$ cat config.mk
export PLATFORM = sky130hd
export DESIGN_NAME = dpw_regs
export DESIGN_NICKNAME = d
export VERILOG_FILES = /design/src/sv/dpw_pkg.sv /design/src/sv/dpw_regs.sv
export SDC_FILE = /design/constraint.sdc
export NUM_CORES = 1
export LEC_CHECK = 0
export BUFFER_PORTS_ARGS = -buffer_cell sky130_fd_sc_hd__buf_2
export CORE_MARGIN = 3
export CORE_UTILIZATION = 50
export CTS_CLUSTER_SIZE = 16
export DETAILED_ROUTE_END_ITERATION = 16
export PLACE_DENSITY = 0.85
export SLEW_MARGIN = 20
export SYNTH_ARGS = -nofsm -noshare
export SYNTH_HDL_FRONTEND = slang
export SYNTH_SLANG_ARGS = --single-unit
$ cat constraint.sdc
create_clock -name clk -period 2.2 [get_ports clk]
set_input_delay 0.11 -clock clk [delete_from_list [all_inputs] [get_ports clk]]
set_output_delay 0.11 -clock clk [all_outputs]
set_load 0.02 [all_outputs]
$ cat src/sv/dpw_pkg.sv
// ----------------------------------------------------------------------------
// dpw_pkg
// Types and constants shared by the depth pixel to world point pipeline.
// ----------------------------------------------------------------------------
package dpw_pkg;

	localparam int COL_W    = 12;
	localparam int DEPTH_W  = 16;
	localparam int COLOR_W  = 8;
	localparam int IFOC_W   = 32;
	localparam int ROT_W    = 48;
	localparam int COEF_W   = 16;
	localparam int TCOMP_W  = 21;
	localparam int TRANS_W  = 63;
	localparam int IDX_W    = 3;
	localparam int CFG_W    = 63;

	localparam int DU_W     = COL_W + 1;
	localparam int DP_W     = DEPTH_W + 1 + DU_W;
	localparam int CP_W     = DP_W + IFOC_W;
	localparam int CAM_SH   = 24;
	localparam int PXY_W    = CP_W - CAM_SH;
	localparam int PZ_W     = DEPTH_W + 5;
	localparam int RP_W     = COEF_W + PXY_W;
	localparam int SUM_W    = RP_W + 2;
	localparam int ROT_SH   = 14;
	localparam int RS_W     = SUM_W - ROT_SH;
	localparam int WS_W     = RS_W + 1;
	localparam int WORLD_W  = 28;

	localparam logic [WORLD_W-1:0] WORLD_MAX = {1'b0, {(WORLD_W-1){1'b1}}};
	localparam logic [WORLD_W-1:0] WORLD_MIN = {1'b1, {(WORLD_W-1){1'b0}}};

	typedef enum logic [IDX_W-1:0] {
		REG_INV_FOCAL_X = 3'd0,
		REG_INV_FOCAL_Y = 3'd1,
		REG_CENTER_X    = 3'd2,
		REG_CENTER_Y    = 3'd3,
		REG_ROT_ROW0    = 3'd4,
		REG_ROT_ROW1    = 3'd5,
		REG_ROT_ROW2    = 3'd6,
		REG_TRANSLATION = 3'd7
	} reg_idx_t;

	typedef struct packed {
		logic [IFOC_W-1:0]  inv_focal_x;
		logic [IFOC_W-1:0]  inv_focal_y;
		logic [COL_W-1:0]   center_x;
		logic [COL_W-1:0]   center_y;
		logic [ROT_W-1:0]   rot_row0;
		logic [ROT_W-1:0]   rot_row1;
		logic [ROT_W-1:0]   rot_row2;
		logic [TRANS_W-1:0] translation;
	} cfg_t;

	typedef struct packed {
		logic [COLOR_W-1:0] red;
		logic [COLOR_W-1:0] green;
		logic [COLOR_W-1:0] blue;
		logic               frame_end;
	} side_t;

endpackage

$ cat src/sv/dpw_regs.sv
// ----------------------------------------------------------------------------
// dpw_regs
// Configuration register file: intrinsics, rotation rows and translation.
// ----------------------------------------------------------------------------
module dpw_regs (
	input  logic                      clk,
	input  logic                      arst_n,
	input  logic                      cfg_we,
	input  logic [dpw_pkg::IDX_W-1:0] cfg_index,
	input  logic [dpw_pkg::CFG_W-1:0] cfg_data,
	output dpw_pkg::cfg_t             cfg
);

	dpw_pkg::cfg_t cfg_q;

	always_ff @(posedge clk or negedge arst_n) begin
		if (!arst_n) begin
			cfg_q <= '0;
		end else if (cfg_we) begin
			case (dpw_pkg::reg_idx_t'(cfg_index))
				dpw_pkg::REG_INV_FOCAL_X: begin
					cfg_q.inv_focal_x <= cfg_data[dpw_pkg::IFOC_W-1:0];
				end
				dpw_pkg::REG_INV_FOCAL_Y: begin
					cfg_q.inv_focal_y <= cfg_data[dpw_pkg::IFOC_W-1:0];
				end
				dpw_pkg::REG_CENTER_X: begin
					cfg_q.center_x <= cfg_data[dpw_pkg::COL_W-1:0];
				end
				dpw_pkg::REG_CENTER_Y: begin
					cfg_q.center_y <= cfg_data[dpw_pkg::COL_W-1:0];
				end
				dpw_pkg::REG_ROT_ROW0: begin
					cfg_q.rot_row0 <= cfg_data[dpw_pkg::ROT_W-1:0];
				end
				dpw_pkg::REG_ROT_ROW1: begin
					cfg_q.rot_row1 <= cfg_data[dpw_pkg::ROT_W-1:0];
				end
				dpw_pkg::REG_ROT_ROW2: begin
					cfg_q.rot_row2 <= cfg_data[dpw_pkg::ROT_W-1:0];
				end
				dpw_pkg::REG_TRANSLATION: begin
					cfg_q.translation <= cfg_data[dpw_pkg::TRANS_W-1:0];
				end
				default: begin
					cfg_q <= cfg_q;
				end
			endcase
		end
	end

	assign cfg = cfg_q;

endmodule

==> results.yml, run 1 <==
sta:
  finalCriticalPeriod_ps: 1230
  tns_ps: 0
  clock-skew-final_ps: 0
  grt_setup_unrepaired: "false"
  max_freq_ghz: 0.815
  timing.final.crit_share: 0.558
  holdWs_ps: 114
  final.setup.worst_slack_ps: 973
  maxSlewViolCount: 0
  final-setup-viol-count: 0
  worst-slew-pin-transition_ps: 484
  max-slew-margin-rel: 0.678
  hold_violations: 0
finish:
  final_cell_mix: "buf_2, dfrtp_1, mux2_2"
  drive_gt1_frac: 0.664
  syn_to_final_growth_pct: 35.3
  fillCellCount: 1379
  largest_reg_flops: 295
  instances_no_fill: 1371
  nets: 1143
  antenna_cells: 0
  mostFrequentLayoutCell: "buf_2"
grt:
  grt_overflow: 0
  grt_first_pass_wirelength_microns: 46800
  grt_pass1_vias: 8109
  antenna_found_initial: 0
  gr-usage-all-layers: 0.247
  grt_max_degree: 64
power_and_ir_drop:
  power_density_nw_per_um2: 1160
  peakVddDrop_v: 0.000791
  power_mw: 17.4
  switchingPower_mw: 5.52
  switching_share: 0.318
  leakagePower_nw: 7.23
  seqPwrFrac: 0.418
  clkPwrFrac: 0.315
  p_int_mw: 11.8
  comb_power_share: 0.267
clocking:
  clock_sinks: 295
  cts_tree: "done"
  clk_pin_slew_ps: 60
  cts_inserted_buffers: 30
  cts_setup_buffers: 0
  ctsLongestPathBuffers: 3
  clock-root-buffer: "clkbuf_16"
  cts_max_level: 1
  clk_latency_ps: 540
synth:
  postSynthAreaPerCell_sq_um: 17.5
  synth_seq_cells: 295
  synthTopCellsByArea: "dfrtp_1, mux2_2, buf_6, buf_2, mux2_1"
  yosysUniqueCellTypes: 11
  netlist.area_leader.share: 0.669
  yosysSeqAreaShare: 0.669
  syn_area_sq_um: 11000
  yosys.area.top_type: "dfrtp_1"
  syn_nets: 700
  synth_warnings: 0
  syn_inst: 631
die:
  start_util: 0.517
  coreArea_sq_um: 21400
  io_pins: 364
  die_h_microns: 155
  die_w_microns: 155
  rows: 53
  die_area_sq_um: 23900
placed_design:
  gp_congestion: 0.820
  pre_cts_slack_ps: 738
  dpl.hpwl_microns: 19100
  place_inst: 1253
  numPortBuffers: 363
setup_path:
  path_max_fanout: 2
  cpPeakStageDelay_ps: 400
  endpoint_kind: "output port"
  cp-start-kind: "flop"
  cpLargestDelayFamily: "flip-flops"
  worst_path_max_delay_cell: "dfrtp_1"
  path_class: "reg -> out"
  cp_cell_sequence: "buf_2"
  crit_arrival_ps: 1120
  cp_num_buf_inv: 1
  cp.required_ps: 2090
drt:
  drtIter0Drc: 391
  final_antenna_net_count: 0
  drc_errors: 0
  vias: 7335
  vias_per_cell: 5.35
  first_pass_iters: 4
  avgRoutedWirePerCell_microns: 22.0
  wl_microns: 30200
worst_hold_path:
  hold_path.class: "in -> async"
status:
  status: "complete, no violations"
run:
  drv_cap: 0
what timing repair did:
| item | 4_1_cts | 5_1_grt |
|---|---|---|
| resized for setup | 0 | 0 |
| hold endpoints to repair | 554 | 0 |
| hold buffers | 64 | 0 |
kinds of logic after synthesis:
family / synth area share
mux: 0.301
flops: 0.669
buf+inv: 0.0213
simple gates: 0.00907
layout make-up:
class	count	area, sq um	area share
Sequential cell	295	7380	0.494
Multi-Input combinational cell	303	3430	0.230
Timing Repair Buffer	444	2700	0.180
Clock buffer	40	880	0.0589
Tap cell	275	344	0.0230
Clock inverter	14	201	0.0135
stage by stage:
| step | utilization | cell area (sq um) |
|---|---|---|
| floorplan | - | 11000 |
| global placement | 0.619 | 13200 |
| detailed placement | 0.619 | 13200 |
| CTS | 0.699 | 14900 |
| global route | 0.699 | 14900 |
| finish | 0.699 | 14900 |
final timing paths:
path	start	endpoint	slack, ps	cells past startpoint
worst max-delay path	cfg[100]	cfg[100]	970	1
worst min-delay path	arst_n	cfg[148]	110	2
worst max register to register	cfg[100]	cfg[100]	1390	1
worst min register to register	cfg[277]	cfg[277]	490	1
max in group asynchronous	arst_n	cfg[120]	1230	4
min in group clk	cfg_index[0]	cfg[284]	330	4
power by group through the flow:
| stage | clock network (mW) | registers [mW] | logic (mW) |
|---|---|---|---|
| 2_1_floorplan | 0 | 8.78 | 1.12 |
| 3_3_place_gp | 0 | 7.24 | 4.44 |
| 3_5_place_dp | 0 | 7.30 | 4.54 |
| 4_1_cts | 5.54 | 7.22 | 4.66 |
| 5_1_grt | 5.79 | 7.38 | 4.91 |
| 6_report | 5.48 | 7.25 | 4.64 |
cells in the mapped netlist:
master / instances
dfrtp_1: 295
mux2_2: 291
buf_2: 19
buf_6: 10
mux2_1: 4
and4bb_2: 3
buf_4: 3
nand4b_1: 3
clkbuf_2: 1
nand4_2: 1
nor4b_4: 1
per-layer routing:
layer | wire length (microns) | global-route usage | vias to the layer above
met5 | 0 | 0 | -
met4 | 1190 | 0.102 | 0
met3 | 2350 | 0.0610 | 83
met2 | 15600 | 0.439 | 341
met1 | 11100 | 0.287 | 3761
li1 | - | - | 3150
Power figures use the tool's default switching activity.
==> run 2, diff against run 1 <==
==> constraint.sdc (replaced) <==
create_clock -name clk -period 1.2 [get_ports clk]
set_input_delay 0.06 -clock clk [delete_from_list [all_inputs] [get_ports clk]]
set_output_delay 0.06 -clock clk [all_outputs]
set_load 0.02 [all_outputs]
==> run 2 against run 1 <==
Compared with the run above: first-iteration DRC count fell by 26%; clock-buffer cell count did not move; via count is 2.4% higher; critical endpoint is now cfg[171]; combinational power is 95% higher; global-route usage rose by 0.55 points; power increased by 86%; sequential cell count stayed put; clock skew unchanged; largest cell class unchanged.
==> results.yml, run 2 (synthesis gave the netlist of run 1 again) <==
setup_path:
  cp_num_buf_inv: 1
  cp-start-kind: "flop"
  cpPeakStageDelay_ps: 400
  path_max_fanout: 2
  reg2reg_depth: 3
  worst_path_max_delay_cell: "dfrtp_1"
  cp_cell_sequence: "buf_2"
  cp.required_ps: 1140
  crit_arrival_ps: 1110
  crit_cells: 1
  worstSetupEndpoint: "cfg[171]"
  r2r_slack_ps: 150
  worstSetupStartpoint: "cfg[171]"
  timing.rr.end: "cfg[277]"
  path_class: "reg -> out"
  timing.rr.start: "cfg[277]"
  cpLargestDelayFamily: "flip-flops"
  endpoint_kind: "output port"
grt:
  gr-usage-all-layers: 0.253
  grt_pass1_vias: 8163
  grt_max_degree: 48
  grt_first_pass_wirelength_microns: 47800
  antenna_found_initial: 1
  grt_overflow: 0
drt:
  wl_microns: 31200
  drc_errors: 0
  vias_per_cell: 5.33
  avgRoutedWirePerCell_microns: 22.2
  drtIter0Drc: 288
  vias: 7509
  final_antenna_net_count: 0
  first_pass_iters: 4
clocking:
  clock-root-buffer: "clkbuf_16"
  clk_latency_ps: 540
  ctsLongestPathBuffers: 3
  cts_max_level: 1
  clk_pin_slew_ps: 60
  cts_inserted_buffers: 30
  cts_tree: "done"
  clock_sinks: 295
power_and_ir_drop:
  seqPwrFrac: 0.414
  leakagePower_nw: 7.56
  peakVddDrop_v: 0.00134
  power_density_nw_per_um2: 2080
  switching_share: 0.319
  comb_power_share: 0.279
  switchingPower_mw: 10.3
  p_int_mw: 22.0
  clkPwrFrac: 0.307
  power_mw: 32.3
run:
  drv_cap: 0
finish:
  largest_reg_flops: 295
  drive_gt1_frac: 0.676
  final_cell_mix: "buf_2, dfrtp_1, mux2_2"
  nets: 1177
  mostFrequentLayoutCell: "buf_2"
  fin_area_sq_um: 15600
  instances_no_fill: 1408
  finish.utilization: 0.728
  fillCellCount: 1273
  syn_to_final_growth_pct: 40.9
sta:
  timing.final.crit_share: 0.978
  clock-skew-final_ps: 0
  tns_ps: 0
  max_freq_ghz: 0.852
  worst-slew-pin-transition_ps: 441
  finalCriticalPeriod_ps: 1170
  max-slew-margin-rel: 0.706
  holdWs_ps: 24.8
  grt_setup_unrepaired: "true"
  final.setup.worst_slack_ps: 26.0
  hold_violations: 0
  final-setup-viol-count: 0
  maxSlewViolCount: 0
placed_design:
  gp_congestion: 0.788
  dpl.hpwl_microns: 20400
  numPortBuffers: 363
  pre_cts_slack_ps: -112
  place_inst: 1275
  dpl_cell_area_sq_um: 13600
die:
  io_pins: 364
  die_area_sq_um: 23900
  start_util: 0.517
  die_w_microns: 155
  coreArea_sq_um: 21400
  rows: 53
  die_h_microns: 155
worst_hold_path:
  hold_path.class: "in -> async"
status:
  status: "complete, no violations"
run 2: changes by cell type in the layout (fill, tap and decap cells not counted), sizes merged:
cell	previous run	this run
diode	0	1
buf	380	414
bufinv	5	4
clkinvlp	1	4
run 2: worst min-delay path by stage:
stage	to	cells after the start
detailed placement	cfg[33]	1
CTS	cfg[33]	2
global placement	cfg[33]	1
floorplan	cfg[0]	0
global route	cfg[36]	2
finish	cfg[144]	2
run 2: cell type report:
class	count	area (sq um)	area share
Antenna cell	1	2.50	0.000161
Clock buffer	40	880	0.0565
Clock inverter	16	198	0.0127
Multi-Input combinational cell	303	3550	0.229
Sequential cell	295	7380	0.475
Tap cell	275	344	0.0221
Timing Repair Buffer	478	3190	0.205
run 2: per-layer routing:
metal	wire length (microns)	GRT usage	share of wire
met5	0	0	0
met4	1040	0.0824	0.033
met3	2230	0.0610	0.072
met2	15800	0.433	0.51
met1	12100	0.318	0.39
run 2: power by group through the flow:
| stage | Combinational [mW] | Sequential (mW) | Clock [mW] |
|---|---|---|---|
| 2_1_floorplan | 2.21 | 16.1 | 0 |
| 3_3_place_gp | 8.33 | 13.3 | 0 |
| 3_5_place_dp | 8.54 | 13.4 | 0 |
| 4_1_cts | 8.77 | 13.3 | 10.1 |
| 5_1_grt | 9.51 | 13.6 | 10.5 |
| 6_report | 9.03 | 13.4 | 9.93 |
run 2: repair_timing:
| item | 4_1_cts | 5_1_grt |
|---|---|---|
| endpoints found under the setup margin | 2 | 32 |
| hold endpoints to repair | 590 | 0 |
| hold buffers | 64 | 0 |
| setup buffers | 2 | 10 |
| gates cloned | 0 | 0 |
| gates resized for setup | 0 | 45 |
==> run 3, diff against run 2 <==
--- a/config.mk
+++ b/config.mk
@@ -7,10 +7,10 @@
 export LEC_CHECK = 0
 export BUFFER_PORTS_ARGS = -buffer_cell sky130_fd_sc_hd__buf_2
 export CORE_MARGIN = 3
-export CORE_UTILIZATION = 50
+export CORE_UTILIZATION = 45
 export CTS_CLUSTER_SIZE = 16
 export DETAILED_ROUTE_END_ITERATION = 16
-export PLACE_DENSITY = 0.85
+export PLACE_DENSITY = 0.78
 export SLEW_MARGIN = 20
 export SYNTH_ARGS = -nofsm -noshare
 export SYNTH_HDL_FRONTEND = slang
==> run 3 against run 2 <==
Compared with the run above: setup slack worse by 11 ps; critical path depth stayed put; sequential cell count stayed put; die area increased by 11%; sequential share of layout area shrank 0.19 points; non-clock buffer count shrank 1; final cell count is 2.8% higher; clock-buffer cell count increased by 5; first-iteration DRC count up 20%; register-to-register slack gained 120 ps; highest routed layer unchanged.
==> results.yml, run 3 (synthesis gave the netlist of run 1 again) <==
grt:
  antenna_found_initial: 0
  gr-usage-all-layers: 0.219
  grt_pass1_vias: 7944
  grt_max_degree: 51
  grt_first_pass_wirelength_microns: 45600
  grt_overflow: 0
setup_path:
  worst_path_max_delay_cell: "dfrtp_1"
  cp-start-kind: "flop"
  crit_arrival_ps: 1130
  cpPeakStageDelay_ps: 420
  path_class: "reg -> out"
  cp.required_ps: 1140
  endpoint_kind: "output port"
  cp_num_buf_inv: 1
  worstSetupStartpoint: "cfg[22]"
  cpLargestDelayFamily: "flip-flops"
  cp_cell_sequence: "buf_6"
  timing.rr.start: "cfg[143]"
  path_max_fanout: 2
die:
  start_util: 0.463
  die_w_microns: 163
  coreArea_sq_um: 23800
  die_area_sq_um: 26400
  die_h_microns: 163
  io_pins: 364
  rows: 56
drt:
  wl_microns: 30200
  first_pass_iters: 4
  vias: 7263
  vias_per_cell: 5.02
  final_antenna_net_count: 0
  drc_errors: 0
  avgRoutedWirePerCell_microns: 20.9
  drtIter0Drc: 347
sta:
  max_freq_ghz: 0.844
  hold_violations: 0
  final-setup-viol-count: 0
  worst-slew-pin-transition_ps: 471
  tns_ps: 0
  clock-skew-final_ps: 0
  final.setup.worst_slack_ps: 14.7
  grt_setup_unrepaired: "true"
  finalCriticalPeriod_ps: 1190
  maxSlewViolCount: 0
  max-slew-margin-rel: 0.686
  timing.final.crit_share: 0.988
  holdWs_ps: 31.0
finish:
  mostFrequentLayoutCell: "buf_2"
  finish.utilization: 0.656
  drive_gt1_frac: 0.669
  nets: 1177
  instances_no_fill: 1448
  syn_to_final_growth_pct: 41.5
  final_cell_mix: "buf_2, dfrtp_1, mux2_2"
  largest_reg_flops: 295
  fillCellCount: 1658
  antenna_cells: 0
clocking:
  ctsLongestPathBuffers: 3
  cts_inserted_buffers: 31
  cts_tree: "done"
  cts_max_level: 1
  clock-root-buffer: "clkbuf_16"
  clk_latency_ps: 550
  clk_pin_slew_ps: 60
  clock_sinks: 295
placed_design:
  place_inst: 1320
  gp_congestion: 0.795
  pre_cts_slack_ps: -170
  numPortBuffers: 363
  dpl.hpwl_microns: 20200
power_and_ir_drop:
  peakVddDrop_v: 0.00155
  leakagePower_nw: 7.55
  power_density_nw_per_um2: 2040
status:
  status: "complete, no violations"
run:
  drv_cap: 0
worst_hold_path:
  hold_path.class: "in -> async"
-- run 3: changes by cell type in the layout (fill, tap and decap cells not counted), moves of 2 or more --
cell	previous run	this run
clkinvlp_4	4	2
clkinv_2	6	3
buf_2	337	317
clkbuf_1	2	9
buf_6	15	34
bufinv_16	4	2
clkbuf_8	7	5
-- run 3: cell type report --
type | instances | area [sq um] | area share
clock inverters | 9 | 108 | 0.00689
flip-flops and latches | 295 | 7380 | 0.473
well taps | 319 | 399 | 0.0256
clock buffers | 45 | 878 | 0.0562
multi-input cells | 303 | 3550 | 0.228
repair buffers | 477 | 3300 | 0.211
-- run 3: routing by layer --
layer  part of all wire  GRT usage
met4              0.029     0.0615
met3              0.073     0.0557
met2               0.51      0.389
met1               0.39      0.266
met5                  0          0
-- run 3: worst paths after layout --
| path | endpoint | slack (ps) | depth (start not counted) |
|---|---|---|---|
| max in group asynchronous | cfg[122] | 540 | 3 |
| worst max-delay path | cfg[22] | 10 | 1 |
| worst max register to register | cfg[143] | 270 | 2 |
| min in group clk | cfg[263] | 150 | 4 |
| worst min register to register | cfg[284] | 480 | 1 |
| worst min-delay path | cfg[199] | 30 | 2 |
-- run 3: repair_timing --
| action | in CTS | in global routing |
|---|---|---|
| hold buffers | 64 | 0 |
| endpoints found under the hold margin | 590 | 0 |
| buffers inserted | 0 | 10 |
| gates resized for setup | 12 | 75 |
| setup endpoints to repair | 6 | 46 |
-- run 3: stage by stage --
stage	power, mW	area [sq um]
after floorplan	18.3	11200
after global placement	21.7	13700
after detailed placement	21.9	13700
after CTS	31.5	15300
after global routing	33.1	15600
final	31.8	15600
-- run 3: power by group --
| part | internal [mW] | leakage [nW] | switching (mW) |
|---|---|---|---|
| Clock | 5.47 | 0.478 | 3.82 |
| Sequential | 12.1 | 3.54 | 1.21 |
| Combinational | 4.00 | 3.53 | 5.13 |
